<file path="config.mk">
export PLATFORM = sky130hd
export DESIGN_NAME = srf_ctrl
export DESIGN_NICKNAME = d
export VERILOG_FILES = /design/src/hdl/srf_pkg.sv /design/src/hdl/srf_ctrl.sv
export SDC_FILE = /design/constraint.sdc
export NUM_CORES = 1
export LEC_CHECK = 0
export BUFFER_PORTS_ARGS = -buffer_cell sky130_fd_sc_hd__buf_2
export CAP_MARGIN = 20
export CORE_AREA = 2 2 39 41
export CTS_BUF_LIST = sky130_fd_sc_hd__clkbuf_8
export CTS_CLUSTER_DIAMETER = 50
export DETAILED_ROUTE_END_ITERATION = 8
export DIE_AREA = 0 0 41 43
export PLACE_DENSITY = 0.5
export REMOVE_ABC_BUFFERS = 1
export SETUP_SLACK_MARGIN = 0.15
export SYNTH_ARGS = -nofsm -noshare
export SYNTH_HDL_FRONTEND = slang
export SYNTH_SLANG_ARGS = --single-unit
</file>
<file path="constraint.sdc">
create_clock -name clk -period 2.1 [get_ports clk]
set_input_delay 0.105 -clock clk [delete_from_list [all_inputs] [get_ports clk]]
set_output_delay 0.105 -clock clk [all_outputs]
set_load 0.005 [all_outputs]
</file>
<file path="src/hdl/srf_pkg.sv">
// Types and constants shared by the slotted record FIFO modules.
`default_nettype none

package srf_pkg;

  localparam int BYTE_W      = 8;
  localparam int LEN_W       = 7;
  localparam int BLEN_W      = 16;
  localparam int STAT_W      = 3;
  localparam int SIZE_CFG_W  = 7;
  localparam int COUNT_CFG_W = 6;
  localparam int CFG_W       = 7;
  localparam int CFG_IDX_W   = 1;
  localparam int S_TDATA_W   = 24;
  localparam int S_TUSER_W   = 2;
  localparam int M_TDATA_W   = 16;
  localparam int M_TUSER_W   = 3;

  localparam logic [SIZE_CFG_W-1:0]  SLOT_SIZE_RST  = 7'd64;
  localparam logic [COUNT_CFG_W-1:0] SLOT_COUNT_RST = 6'd32;

  typedef enum logic [CFG_IDX_W-1:0] {
    CFG_SLOT_SIZE  = 1'b0,
    CFG_SLOT_COUNT = 1'b1
  } cfg_reg_t;

  typedef enum logic {
    REQ_PUSH = 1'b0,
    REQ_POP  = 1'b1
  } req_t;

  typedef enum logic [STAT_W-1:0] {
    ST_OK    = 3'd0,
    ST_EMPTY = 3'd1,
    ST_SMALL = 3'd2,
    ST_FULL  = 3'd3,
    ST_LONG  = 3'd4
  } status_t;

  typedef enum logic [2:0] {
    S_IDLE,
    S_PUSH_MOD,
    S_PUSH_END,
    S_POP_CHK,
    S_POP_RUN,
    S_POP_MOD
  } state_t;

  typedef enum logic [1:0] {
    OUT_PUSH,
    OUT_POP_ERR,
    OUT_POP_BYTE
  } out_sel_t;

  // Controller to datapath.
  typedef struct packed {
    logic     accept;
    logic     mod_start;
    logic     mod_from_read;
    logic     push_finish;
    logic     pop_start;
    logic     rd_issue;
    logic     rs_advance;
    logic     out_load;
    out_sel_t out_sel;
  } cmd_t;

  // Datapath to controller.
  typedef struct packed {
    logic out_free;
    logic mod_done;
    logic pop_small;
    logic pop_empty;
    logic rd_pend;
    logic rd_more;
    logic byte_last;
  } sts_t;

endpackage

`default_nettype wire

</file>
<file path="src/hdl/srf_ctrl.sv">
// Control state machine of the slotted record FIFO.
`default_nettype none

module srf_ctrl (
  input  wire logic          clk,
  input  wire logic          rst,
  input  wire logic          in_valid,
  input  wire logic          req,
  input  wire logic          rlast,
  input  wire srf_pkg::sts_t sts,
  output      logic          in_ready,
  output      srf_pkg::cmd_t cmd
);

  srf_pkg::state_t state;
  srf_pkg::state_t state_next;
  logic            accept;
  logic            byte_load;

  // A result waiting in the output register does not hold off new input items.
  assign in_ready  = (state == srf_pkg::S_IDLE);
  assign accept    = in_valid && in_ready;
  assign byte_load = sts.rd_pend && sts.out_free;

  always_ff @(posedge clk) begin
    if (rst) begin
      state <= srf_pkg::S_IDLE;
    end else begin
      state <= state_next;
    end
  end

  always_comb begin
    state_next = state;
    unique case (state)
      srf_pkg::S_IDLE: begin
        if (accept) begin
          if (req == srf_pkg::REQ_POP) begin
            state_next = srf_pkg::S_POP_CHK;
          end else if (rlast) begin
            state_next = srf_pkg::S_PUSH_MOD;
          end
        end
      end
      srf_pkg::S_PUSH_MOD: begin
        if (sts.mod_done) begin
          state_next = srf_pkg::S_PUSH_END;
        end
      end
      srf_pkg::S_PUSH_END: begin
        if (sts.out_free) begin
          state_next = srf_pkg::S_IDLE;
        end
      end
      srf_pkg::S_POP_CHK: begin
        if (sts.out_free) begin
          if (sts.pop_small || sts.pop_empty) begin
            state_next = srf_pkg::S_IDLE;
          end else begin
            state_next = srf_pkg::S_POP_RUN;
          end
        end
      end
      srf_pkg::S_POP_RUN: begin
        if (byte_load && sts.byte_last) begin
          state_next = srf_pkg::S_POP_MOD;
        end
      end
      srf_pkg::S_POP_MOD: begin
        if (sts.mod_done) begin
          state_next = srf_pkg::S_IDLE;
        end
      end
      default: begin
        state_next = srf_pkg::S_IDLE;
      end
    endcase
  end

  always_comb begin
    cmd               = '0;
    cmd.out_sel       = srf_pkg::OUT_PUSH;
    cmd.accept        = accept;
    unique case (state)
      srf_pkg::S_IDLE: begin
        if (accept && (req == srf_pkg::REQ_PUSH) && rlast) begin
          cmd.mod_start = 1'b1;
        end
      end
      srf_pkg::S_PUSH_MOD: begin
      end
      srf_pkg::S_PUSH_END: begin
        if (sts.out_free) begin
          cmd.out_load    = 1'b1;
          cmd.push_finish = 1'b1;
        end
      end
      srf_pkg::S_POP_CHK: begin
        if (sts.out_free) begin
          if (sts.pop_small || sts.pop_empty) begin
            cmd.out_load = 1'b1;
            cmd.out_sel  = srf_pkg::OUT_POP_ERR;
          end else begin
            cmd.pop_start = 1'b1;
          end
        end
      end
      srf_pkg::S_POP_RUN: begin
        cmd.out_sel  = srf_pkg::OUT_POP_BYTE;
        cmd.out_load = byte_load;
        // Keep one read in flight: issue when the read register is empty or drains now.
        cmd.rd_issue = sts.rd_more && (!sts.rd_pend || byte_load);
        if (byte_load && sts.byte_last) begin
          cmd.mod_start     = 1'b1;
          cmd.mod_from_read = 1'b1;
        end
      end
      srf_pkg::S_POP_MOD: begin
        cmd.rs_advance = sts.mod_done;
      end
      default: begin
      end
    endcase
  end

endmodule

`default_nettype wire

</file>
Yosys cells after proc, flatten, opt, wreduce, memory -nomap -nowiden
Index checks and enable logic that the tools add are counted.
- flip-flop bits (word level): 3
- input bits: 12
- logic and storage cells: 50
- eq/ne operators: 12
- multiplexer cells: 25
- bitwise logic cells: 1
- reductions and logical operators: 11
- operators by type and width (kind ; count):
    $mux W3 ; 11
    $pmux W3 S6 ; 1
    $ne A2 B2 Y1 const B ; 5
    $mux W1 ; 9
    $reduce_and A7 Y1 ; 1
    $eq A3 B2 Y1 const B ; 2
    $eq A3 B3 Y1 const B ; 2
    $logic_and A1 B1 Y1 ; 6
    $pmux W2 S2 ; 1
    $eq A3 B1 Y1 const B ; 1
    $logic_not A3 Y1 ; 1
    $ne A3 B3 Y1 const B ; 1
    $pmux W1 S3 ; 1
    $logic_or A1 B1 Y1 ; 2
    $mux W2 ; 1
    $ne A2 B1 Y1 const B ; 1
    $pmux W1 S2 ; 1
    $logic_not A1 Y1 ; 1
    $not A1 Y1 ; 1

Longest topological paths before layout
Gate-level depths: netlist of the first run.
- word-level depth: 6
- mapped depth: 5
- depth with buffers taken out: 4

Worst setup path after synthesis of the first run
Ideal clock, no wire load.
- path type: register -> output
- start: register state[0]
- end: output port cmd[8] in the netlist's numbering
- data arrival time: 1024 ps
- required time: 1995 ps
- path slack: 971 ps
- stages on the path, launching flop included: 5
- buffers on the path: 1
- path through: dfxtp_1 buf_4 nor3_1 and2_2 a31o_1
- RTL lines (what ; RTL line ; source):
    start: declaration ; srf_ctrl.sv:15 ; srf_pkg::state_t state;
    start signal: assignment ; srf_ctrl.sv:27 ; state <= srf_pkg::S_IDLE;
    start signal: assignment ; srf_ctrl.sv:29 ; state <= state_next;
    end: declaration ; srf_ctrl.sv:12 ; output srf_pkg::cmd_t cmd

==> metrics.csv, run 1 <==
stage,metric,value,unit
clock_tree,clock_latency,210,ps
finish,diodes,0,
worst_setup_path,ff2ff_path_depth,4,
status,status,finished clean,
timing,fmaxAchievable,0.669,GHz
die,die-area,0.00176,sq mm
pwr,p_leak,0.233,nW
timing,fin_skew,2.31,ps
worst_setup_path,crit_chain,nor3_1 > and2_2 > a31o_1 > buf_2,
finish,drive_gt1_share,43.1,%
routing,initialDrtViolationCount,10,
pwr,vdd_drop_max,487,uV
timing,fin_crit_sh,71.2,%
timing,drv_slew,0,
die,initial_core_util,19.8,%
worst_hold_path,holdCritStartpoint,rst,
worst_setup_path,r2r_start,state[2]$_SDFFE_PP0P_,
worst_setup_path,worst_setup_path_start_kind,register,
worst_setup_path,path_max_fanout,11,
clock_tree,postCtsHoldBufs,0,
finish,finalNetCount,78,
routing,drc,0,
timing,rsz0062_at_grt,false,
global_routing,grt_usage,10.1,%
timing,min_period,1500,ps
logic_synthesis,yosysMostFrequentCell,nand2_1,
clock_tree,post_cts_resized,0,
logic_synthesis,synthSimpleGateAreaFrac,45.7,%
logic_synthesis,ys_ff_latch,3,
finish,multi_input_area,188,sq um
clock_tree,cts_tree,yes,
routing,wl,791,microns
routing,vias,368,
global_routing,grt_pass1_wl,1.28,mm
logic_synthesis,synth_top_family_by_area,simple AND/OR/NAND/NOR gates,
worst_setup_path,cp-end-kind,primary output,
global_routing,antenna_found_initial,0,
worst_hold_path,whs_path_depth,2,
worst_setup_path,crit_type,reg -> out,
logic_synthesis,yosysTopAreaCell,dfxtp_1,
logic_synthesis,ys_warn_count,0,
logic_synthesis,synth_seq_area_share,21.9,%
logic_synthesis,synth_adder_area_share,0,%
placed_design,dp.cells,77,
logic_synthesis,synth_top_area_share,21.9,%
timing,slew_headroom,76.1,%
clock_tree,cts.sinks,3,
timing,fin_setup_tns,0,ps
clock_tree,numCtsBuffers,3,
logic_synthesis,synth_edf_count,0,
worst_hold_path,whs_endpoint,state[2]$_SDFFE_PP0P_,
logic_synthesis,netlist_area,274,sq um
die,rows,14,
finish,largest_reg_flops,3,
global_routing,grt_max_degree,12,
clock_tree,clk_pin_slew,30,ps
worst_setup_path,arrival,1390,ps
finish,top_register,state,
clock_tree,cts_max_level,1,
finish,fillCellCount,163,
die,pin_count,23,
logic_synthesis,synthTopCellsByCount,"nand2_1, a21oi_1, nor2_1",
worst_setup_path,regToRegEndpoint,state[0]$_SDFFE_PP0P_,
logic_synthesis,synth_flop_cell,dfxtp_1,
worst_setup_path,crit_path_max_incr_delay,520,ps
logic_synthesis,synthTopCellsByArea,"dfxtp_1, nand2_1, a21oi_1",
placed_design,place_congestion,0.771,
logic_synthesis,synth_xor_area_share,0,%
timing,finalHoldViolCount,0,
die,core-area,0.00138,sq mm
timing,setup_viol,0,
finish,utilization,31.4,%
die,die_x,41,microns
clock_tree,cts_root_buffer,clkbuf_8,
global_routing,gr-total-overflow,0,
finish,instances_no_fill,81,
routing,wl_per_cell,9.77,microns
clock_tree,clock_path_buffers,2,
logic_synthesis,synth_compound_area_share,22.8,%
routing,first_pass_iters,4,
routing,via_per_inst,4.54,
die,die_y,43,microns
flow_run,max-cap-violations,0,
placed_design,portBuffers,22,
timing,tightestPinTransition,359,ps
worst_setup_path,regToRegSetupSlack,950,ps
finish,largestRegisters,state: 3 flops,
routing,drtAntennaViolNets,0,
global_routing,grt_pass1_vias,347,
worst_setup_path,cp_data_required_time,2000,ps
pwr,finalPower,0.000297,W
logic_synthesis,synth_cell_type_count,20,
worst_hold_path,hold_path_class,in -> reg,
logic_synthesis,syn_avg_cell_area,6.68,sq um
clock_tree,post_cts_buffers,0,
finish,register_area,60.1,sq um
logic_synthesis,synth_mux_area_share,0,%
logic_synthesis,synthesis.instances,41,
finish,area.growth.synth_to_final,58.4,%
worst_setup_path,cp_slowest_cell,dfxtp_1,
pwr,power.density,685,mW/mm^2
placed_design,hpwl,633,microns
logic_synthesis,async_flop_share,0,%
how the worst max path moves through the flow:
stage | to | depth (start not counted) | slack [ps] | from
CTS | cmd[8] | 4 | 600 | state[0]$_SDFFE_PP0P_
finish | cmd[8] | 4 | 600 | state[0]$_SDFFE_PP0P_
global route | cmd[8] | 5 | 500 | state[2]$_SDFFE_PP0P_
floorplan | cmd[8] | 3 | 1000 | state[0]$_SDFFE_PP0P_
detailed placement | cmd[8] | 4 | 830 | state[0]$_SDFFE_PP0P_
global placement | cmd[8] | 4 | 850 | state[0]$_SDFFE_PP0P_
routing by layer:
metal | wire length [microns] | GRT usage [%]
met3 | 38 | 2.09
met5 | 0 | 0
met2 | 408 | 16.3
met4 | 0 | 4.67
met1 | 343 | 12.2
metrics by stage:
stage	hold slack [ps]	cell area (sq um)	setup slack (ps)
3_5_place_dp	304	389	832
5_1_grt	91.9	434	504
4_1_cts	78.7	434	603
6_report	82.4	434	605
2_1_floorplan	174	259	1000
3_3_place_gp	303	389	847
power breakdown:
part / switching, W / internal [W]
registers: 0.0000126 / 0.0000626
logic: 0.0000301 / 0.0000326
clock network: 0.0000352 / 0.000124
cell usage in the layout (no fill, tap or decap), drive strengths merged:
master	instances
o2bb2ai	1
dfxtp	3
a21oi	4
nor3b	3
buf	22
and3	1
o21ai	2
and2b	1
a22oi	2
nand3	1
nand4	1
nor3	2
nand2	7
nor2	5
a31o	1
and2	1
inv	4
nand3b	1
clkbuf	3
critical path: cells and delay by family (launching register included):
family / cells / cell delay (ps)
AND/OR/NAND/NOR: 2 / 330
buffers and inverters: 1 / 120
flip-flops: 1 / 520
AO/OA/AOI/OAI: 1 / 210
layout make-up:
type / count / area share, %
Clock buffer: 3 / 9.51
Clock inverter: 1 / 0.865
Tap cell: 16 / 4.61
Multi-Input combinational cell: 33 / 43.2
Sequential cell: 3 / 13.8
Inverter: 3 / 2.59
Timing Repair Buffer: 22 / 25.4
cells by family (layout without fill, tap and decap cells):
logic type / Yosys count / in the layout
and+or+nand+nor: 23 / 23
AOI/OAI and AO/OA: 10 / 10
buffers and inverters: 5 / 29
DFF: 3 / 3
No activity file was read; power rests on OpenSTA's default activity.
==> inputs of run 2 (changes only) <==
--- a/config.mk
+++ b/config.mk
@@ -12,7 +12,7 @@
 export CTS_CLUSTER_DIAMETER = 50
 export DETAILED_ROUTE_END_ITERATION = 8
 export DIE_AREA = 0 0 41 43
-export PLACE_DENSITY = 0.5
+export PLACE_DENSITY = 0.52
 export REMOVE_ABC_BUFFERS = 1
 export SETUP_SLACK_MARGIN = 0.15
 export SYNTH_ARGS = -nofsm -noshare
==> constraint.sdc (replaced) <==
create_clock -name clk -period 1.2 [get_ports clk]
set_input_delay 0.06 -clock clk [delete_from_list [all_inputs] [get_ports clk]]
set_output_delay 0.06 -clock clk [all_outputs]
set_load 0.005 [all_outputs]
==> run 2 against run 1 <==
Net effect:
- the flow now finishes with violations (setup timing)
- first-iteration DRC count fell by 40%
- critical path depth did not move
- utilization rose by 7.1 points
- routed wire length rose by 7.1%
- sequential share of layout area fell by 0.92 points
- non-clock buffer count rose by 5
- die area did not move
- sequential cell count did not move
- critical path type unchanged
==> metrics.csv, run 2 (synthesized netlist as in run 1, its figures left out) <==
stage,metric,value,unit,change
timing,fmaxAchievable,0.812,GHz,
worst_setup_path,ff2ff_path_depth,4,,unchanged
die,die-area,0.00176,sq mm,unchanged
routing,vias,397,,+7.9%
worst_setup_path,cp_top_family,simple AND/OR/NAND/NOR gates,,
finish,top_register,state,,
status,violations,setup timing,,
worst_setup_path,crit_path_max_incr_delay,350,ps,-170 ps
clock_tree,cts_max_level,1,,unchanged
global_routing,grt_max_degree,8,,-4
finish,diodes,0,,unchanged
global_routing,grt_pass1_wl,1.34,mm,+4.9%
pwr,power.density,1060,mW/mm^2,+55%
clock_tree,numCtsBuffers,3,,unchanged
clock_tree,clock_latency,210,ps,about the same
worst_hold_path,holdCritStartpoint,rst,,
clock_tree,cts_root_buffer,clkbuf_8,,
routing,first_pass_iters,2,,-2
timing,tightestPinTransition,226,ps,-133 ps
worst_hold_path,hold_path_class,in -> reg,,
finish,largestRegisters,state: 3 flops,,
die,rows,14,,unchanged
clock_tree,cts.sinks,3,,unchanged
finish,layout_commonest_cell,buf_2,,
timing,setup_viol,3,,+3
worst_hold_path,whs_endpoint,state[2]$_SDFFE_PP0P_,,
die,pin_count,23,,unchanged
pwr,p_leak,0.267,nW,+15%
timing,setup_slack,-31.9,ps,-637 ps
worst_setup_path,arrival,1170,ps,-220 ps
placed_design,hpwl,650,microns,+2.7%
clock_tree,cts_tree,yes,,
finish,largest_reg_flops,3,,unchanged
routing,drtAntennaViolNets,0,,unchanged
finish,drive_gt1_share,65.7,%,+23 points
clock_tree,clk_pin_slew,30,ps,about the same
global_routing,grt_pass1_vias,353,,+1.7%
timing,drv_slew,0,,unchanged
finish,area.growth.synth_to_final,94.5,%,
routing,wl,847,microns,+7.1%
die,die_y,43,microns,unchanged
global_routing,grt_usage,11.0,%,+0.91 points
timing,rsz0062_at_grt,true,,
worst_setup_path,cp-end-kind,primary output,,
worst_setup_path,crit_buf_inv,1,,unchanged
die,die_x,41,microns,unchanged
placed_design,portBuffers,22,,unchanged
timing,fin_setup_tns,-79.8,ps,-79.8 ps
placed_design,place_congestion,0.831,,+7.8%
status,status,"complete, but fails checks",,
worst_setup_path,regToRegEndpoint,state[0]$_SDFFE_PP0P_,,
routing,drc,0,,unchanged
timing,slew_headroom,84.9,%,+8.8 points
placed_design,post-place-ws,50.7,ps,-782 ps
global_routing,antenna_found_initial,0,,unchanged
worst_setup_path,cp_slowest_cell,dfxtp_4,,
worst_setup_path,regToRegSetupSlack,140,ps,-810 ps
finish,final_cell_mix,"buf_2, nand2_1, buf_4",,
clock_tree,clock_path_buffers,2,,unchanged
worst_setup_path,r2r_start,state[2]$_SDFFE_PP0P_,,
worst_setup_path,crit_chain,and2b_2 > nand2_2 > nor3b_2 > buf_2,,
routing,initialDrtViolationCount,6,,-4
die,initial_core_util,19.8,%,unchanged
finish,finalNetCount,83,,+6.4%
worst_setup_path,crit_type,reg -> out,,
global_routing,gr-total-overflow,0,,unchanged
worst_hold_path,whs_path_depth,2,,unchanged
flow_run,max-cap-violations,0,,unchanged
die,core-area,0.00138,sq mm,unchanged
timing,min_period,1230,ps,
routing,wl_per_cell,9.85,microns,+0.85%
timing,finalHoldViolCount,0,,unchanged
timing,fin_skew,0.731,ps,-1.58 ps
pwr,vdd_drop_max,489,uV,+0.38%
routing,via_per_inst,4.62,,+1.6%
worst_setup_path,path_max_fanout,6,,-5
worst_setup_path,worst_setup_path_start_kind,register,,
timing,fin_crit_sh,103,%,
worst_setup_path,cp_data_required_time,1140,ps,-860 ps
[run 2: cell count changes in the layout (fill, tap and decap cells not counted), moves of 2 or more]
cell | previous run | this run
buf_4 | 0 | 5
dfxtp_1 | 3 | 0
dfxtp_4 | 0 | 2
nand2_1 | 7 | 5
nand2_2 | 0 | 2
nor3b_1 | 2 | 0
[run 2: worst max path at each step]
stage	startpoint	endpoint	slack, ps	cells after the start
floorplan	state[0]$_SDFFE_PP0P_	cmd[8]	150	3
global placement	state[2]$_SDFFE_PP0P_	state[0]$_SDFFE_PP0P_	70	4
detailed placement	state[2]$_SDFFE_PP0P_	cmd[8]	50	5
CTS	state[2]$_SDFFE_PP0P_	cmd[8]	-50	5
global route	state[2]$_SDFFE_PP0P_	cmd[8]	-110	5
finish	state[2]$_SDFFE_PP0P_	cmd[0]	-30	4
[run 2: worst register-to-register path: stages (launching register included)]
cell,delay [ps]
dfxtp_4,360
and2b_2,250
o2bb2ai_2,130
a22oi_2,140
nor2_1,60
[run 2: timing repair]
| action | 4_1_cts | 5_1_grt |
|---|---|---|
| pin swaps | 5 | 3 |
| endpoints found under the setup margin | 11 | 13 |
| setup buffers | 2 | 0 |
| endpoints found under the hold margin | 0 | 0 |
| hold buffers | 0 | 0 |
| gates resized for setup | 13 | 5 |
[run 2: final cells by class]
| class | count | area, sq um |
|---|---|---|
| clock inverters | 1 | 3.75 |
| flip-flops and latches | 3 | 68.8 |
| repair buffers | 27 | 154 |
| multi-input cells | 33 | 234 |
| inverters | 3 | 11.3 |
| fillers | 152 | 851 |
| clock buffers | 3 | 41.3 |
| well taps | 16 | 20.0 |
[run 2: through the flow]
step	total power [W]	cells	instance area, sq um	util, %	hold WS, ps
floorplan	0.000190	39	259	-	129
global placement	0.000256	80	412	29.7	255
detailed placement	0.000256	80	412	29.7	261
CTS	0.000561	86	513	37.1	25.6
global route	0.000603	86	533	38.5	38.4
finish	0.000566	86	533	38.5	38.8
[run 2: where the power goes]
group | internal, W | switching, W
Combinational | 0.0000798 | 0.0000719
Sequential | 0.000110 | 0.0000216
Clock | 0.000218 | 0.0000645
Total | 0.000407 | 0.000158
[run 2: metal layers]
| metal | GRT usage (%) | wire (microns) | vias to the layer above |
|---|---|---|---|
| li1 | - | - | 203 |
| met1 | 14.5 | 333 | 187 |
| met2 | 16.6 | 479 | 7 |
| met3 | 1.57 | 34 | 0 |
| met4 | 6.00 | 0 | 0 |
| met5 | 0 | 0 | - |
==> inputs of run 3 (changes only) <==
--- a/config.mk
+++ b/config.mk
@@ -5,6 +5,7 @@
 export SDC_FILE = /design/constraint.sdc
 export NUM_CORES = 1
 export LEC_CHECK = 0
+export ABC_CLOCK_PERIOD_IN_PS = 1200
 export BUFFER_PORTS_ARGS = -buffer_cell sky130_fd_sc_hd__buf_2
 export CAP_MARGIN = 20
 export CORE_AREA = 2 2 39 41
@@ -12,9 +13,10 @@
 export CTS_CLUSTER_DIAMETER = 50
 export DETAILED_ROUTE_END_ITERATION = 8
 export DIE_AREA = 0 0 41 43
+export HOLD_SLACK_MARGIN = 0.15
 export PLACE_DENSITY = 0.52
 export REMOVE_ABC_BUFFERS = 1
-export SETUP_SLACK_MARGIN = 0.15
+export SETUP_SLACK_MARGIN = 0.2
 export SYNTH_ARGS = -nofsm -noshare
 export SYNTH_HDL_FRONTEND = slang
 export SYNTH_SLANG_ARGS = --single-unit
==> run 3 against run 2 <==
Net effect:
- critical path depth grew 1
- non-clock buffer count is 2 higher
- routed wire length grew 3.8%
- the run still ends with setup timing left
- utilization increased by 1.2 points
- largest power group unchanged
- highest routed layer unchanged
- register-to-register slack worse by 70 ps
- combinational power is essentially flat
- clock power about the same
==> metrics.csv, run 3 (synthesized netlist as in run 1, its figures left out) <==
stage,metric,value,unit,change
routing,wl_per_cell,9.99,microns,+1.4%
global_routing,gr-total-overflow,0,,unchanged
worst_setup_path,cp_data_required_time,1140,ps,about the same
die,die-area,0.00176,sq mm,unchanged
timing,fin_skew,1.14,ps,+0.411 ps
placed_design,dp.cells,80,,unchanged
clock_tree,numCtsBuffers,3,,unchanged
routing,via_per_inst,4.63,,+0.19%
worst_setup_path,crit_chain,nor3b_4 > nand2_1 > nor2_2 > a31o_1 > buf_2,,
die,pin_count,23,,unchanged
global_routing,antenna_found_initial,0,,unchanged
finish,utilization,39.7,%,+1.2 points
clock_tree,cts_root_buffer,clkbuf_8,,
die,rows,14,,unchanged
finish,finalNetCount,85,,+2.4%
worst_setup_path,cp-end-kind,primary output,,
finish,largest_reg_flops,3,,unchanged
worst_setup_path,cp-startpoint,state[2]$_SDFFE_PP0P_,,
finish,area.growth.synth_to_final,100,%,
timing,rsz0062_at_grt,true,,
routing,drc,0,,unchanged
clock_tree,clock_latency,210,ps,about the same
finish,final_cell_mix,"buf_2, nand2_1, buf_4",,
clock_tree,cts.sinks,3,,unchanged
worst_setup_path,crit_path_max_incr_delay,360,ps,about the same
worst_setup_path,cp_top_family,simple AND/OR/NAND/NOR gates,,
finish,diodes,0,,unchanged
worst_setup_path,worst_setup_path_start_kind,register,,
clock_tree,clock_path_buffers,2,,unchanged
status,violations,setup timing,,
timing,fmaxAchievable,0.810,GHz,-0.18%
finish,fillCellCount,151,,-0.66%
worst_hold_path,hold_path_class,in -> reg,,
worst_setup_path,cp_slowest_cell,dfxtp_4,,
global_routing,grt_pass1_wl,1.35,mm,+1.0%
timing,setup_slack,-34.1,ps,-2.21 ps
global_routing,grt_pass1_vias,349,,-1.1%
routing,wl,879,microns,+3.8%
flow_run,max-cap-violations,0,,unchanged
pwr,vdd_drop_max,512,uV,+4.7%
pwr,p_leak,0.275,nW,+3.2%
routing,vias,407,,+2.5%
worst_hold_path,holdCritStartpoint,sts[5],,
global_routing,grt_max_degree,8,,unchanged
finish,largestRegisters,state: 3 flops,,
die,die_y,43,microns,unchanged
routing,initialDrtViolationCount,6,,unchanged
timing,finalHoldViolCount,0,,unchanged
worst_setup_path,arrival,1170,ps,about the same
die,initial_core_util,19.8,%,unchanged
finish,layout_commonest_cell,buf_2,,
worst_setup_path,r2r_start,state[2]$_SDFFE_PP0P_,,
worst_setup_path,path_max_fanout,6,,unchanged
timing,fin_crit_sh,103,%,+0.18 points
global_routing,grt_usage,11.3,%,+0.29 points
die,die_x,41,microns,unchanged
placed_design,portBuffers,22,,unchanged
timing,slew_headroom,84.8,%,-0.10 points
timing,drv_slew,0,,unchanged
die,core-area,0.00138,sq mm,unchanged
timing,tightestPinTransition,226,ps,-0.0235 ps
pwr,power.density,1030,mW/mm^2,-2.9%
status,status,"complete, but fails checks",,
pwr,finalPower,0.000566,W,about the same
finish,top_register,state,,
placed_design,hpwl,650,microns,unchanged
clock_tree,clk_pin_slew,30,ps,about the same
finish,drive_gt1_share,65.3,%,-0.44 points
routing,drtAntennaViolNets,0,,unchanged
routing,first_pass_iters,4,,+2
placed_design,post-place-ws,50.7,ps,unchanged
timing,min_period,1230,ps,+2.21 ps
timing,fin_setup_tns,-81.6,ps,-1.77 ps
worst_setup_path,crit_type,reg -> out,,
timing,setup_viol,3,,unchanged
clock_tree,cts_tree,yes,,
clock_tree,cts_max_level,1,,unchanged
finish,instances_no_fill,88,,+2.3%
placed_design,place_congestion,0.831,,unchanged
worst_setup_path,crit_buf_inv,1,,unchanged
[run 3: path summary, 6_finish.rpt]
check,slack (ps),cells after the start,end
max,-30,5,cmd[8]
min,220,4,state[2]$_SDFFE_PP0P_
max reg2reg,70,6,state[1]$_SDFFE_PP0P_
min reg2reg,550,2,state[2]$_SDFFE_PP0P_
[run 3: through the flow]
stage	cell area [sq um]	hold WS, ps
floorplan	259	129
global placement	412	255
detailed placement	412	261
CTS	527	229
global route	549	247
finish	549	223
[run 3: final cells by class]
| class | count | area, sq um | area share, % |
|---|---|---|---|
| clock buffer | 3 | 41.3 | 7.52 |
| clock inverter | 1 | 3.75 | 0.683 |
| inverter | 3 | 11.3 | 2.05 |
| multi-input combinational | 33 | 229 | 41.7 |
| sequential | 3 | 68.8 | 12.5 |
| tap | 16 | 20.0 | 3.64 |
| timing repair buffer | 29 | 175 | 31.9 |
[run 3: worst register-to-register path, cell delays in order, from the launching register on]
cell and delay [ps]:
dfxtp_4 350, buf_4 140, buf_6 110, nor2_2 90, a21oi_2 70, a22oi_1 170
nor3_1 80
[run 3: metal layers]
layer  global-route usage, %  vias up  part of all wire (%)
met5                       0        -                     0
li1                        -      205                     -
met4                    6.00        0                     0
met2                    16.9        9                    54
met3                    1.57        0                   4.0
met1                    15.1      193                    42
[run 3: where the power goes]
part / total [W] / internal (W) / switching, W
logic: 0.000151 / 0.0000807 / 0.0000705
registers: 0.000132 / 0.000110 / 0.0000220
clock network: 0.000283 / 0.000218 / 0.0000651
total: 0.000566 / 0.000408 / 0.000158
[run 3: repair_timing]
item | CTS | global route
gates resized for setup | 14 | 5
hold endpoints to repair | 3 | 0
buffers inserted | 2 | 1
hold buffers | 1 | 0
endpoints found under the setup margin | 13 | 14
pin swaps | 6 | 5
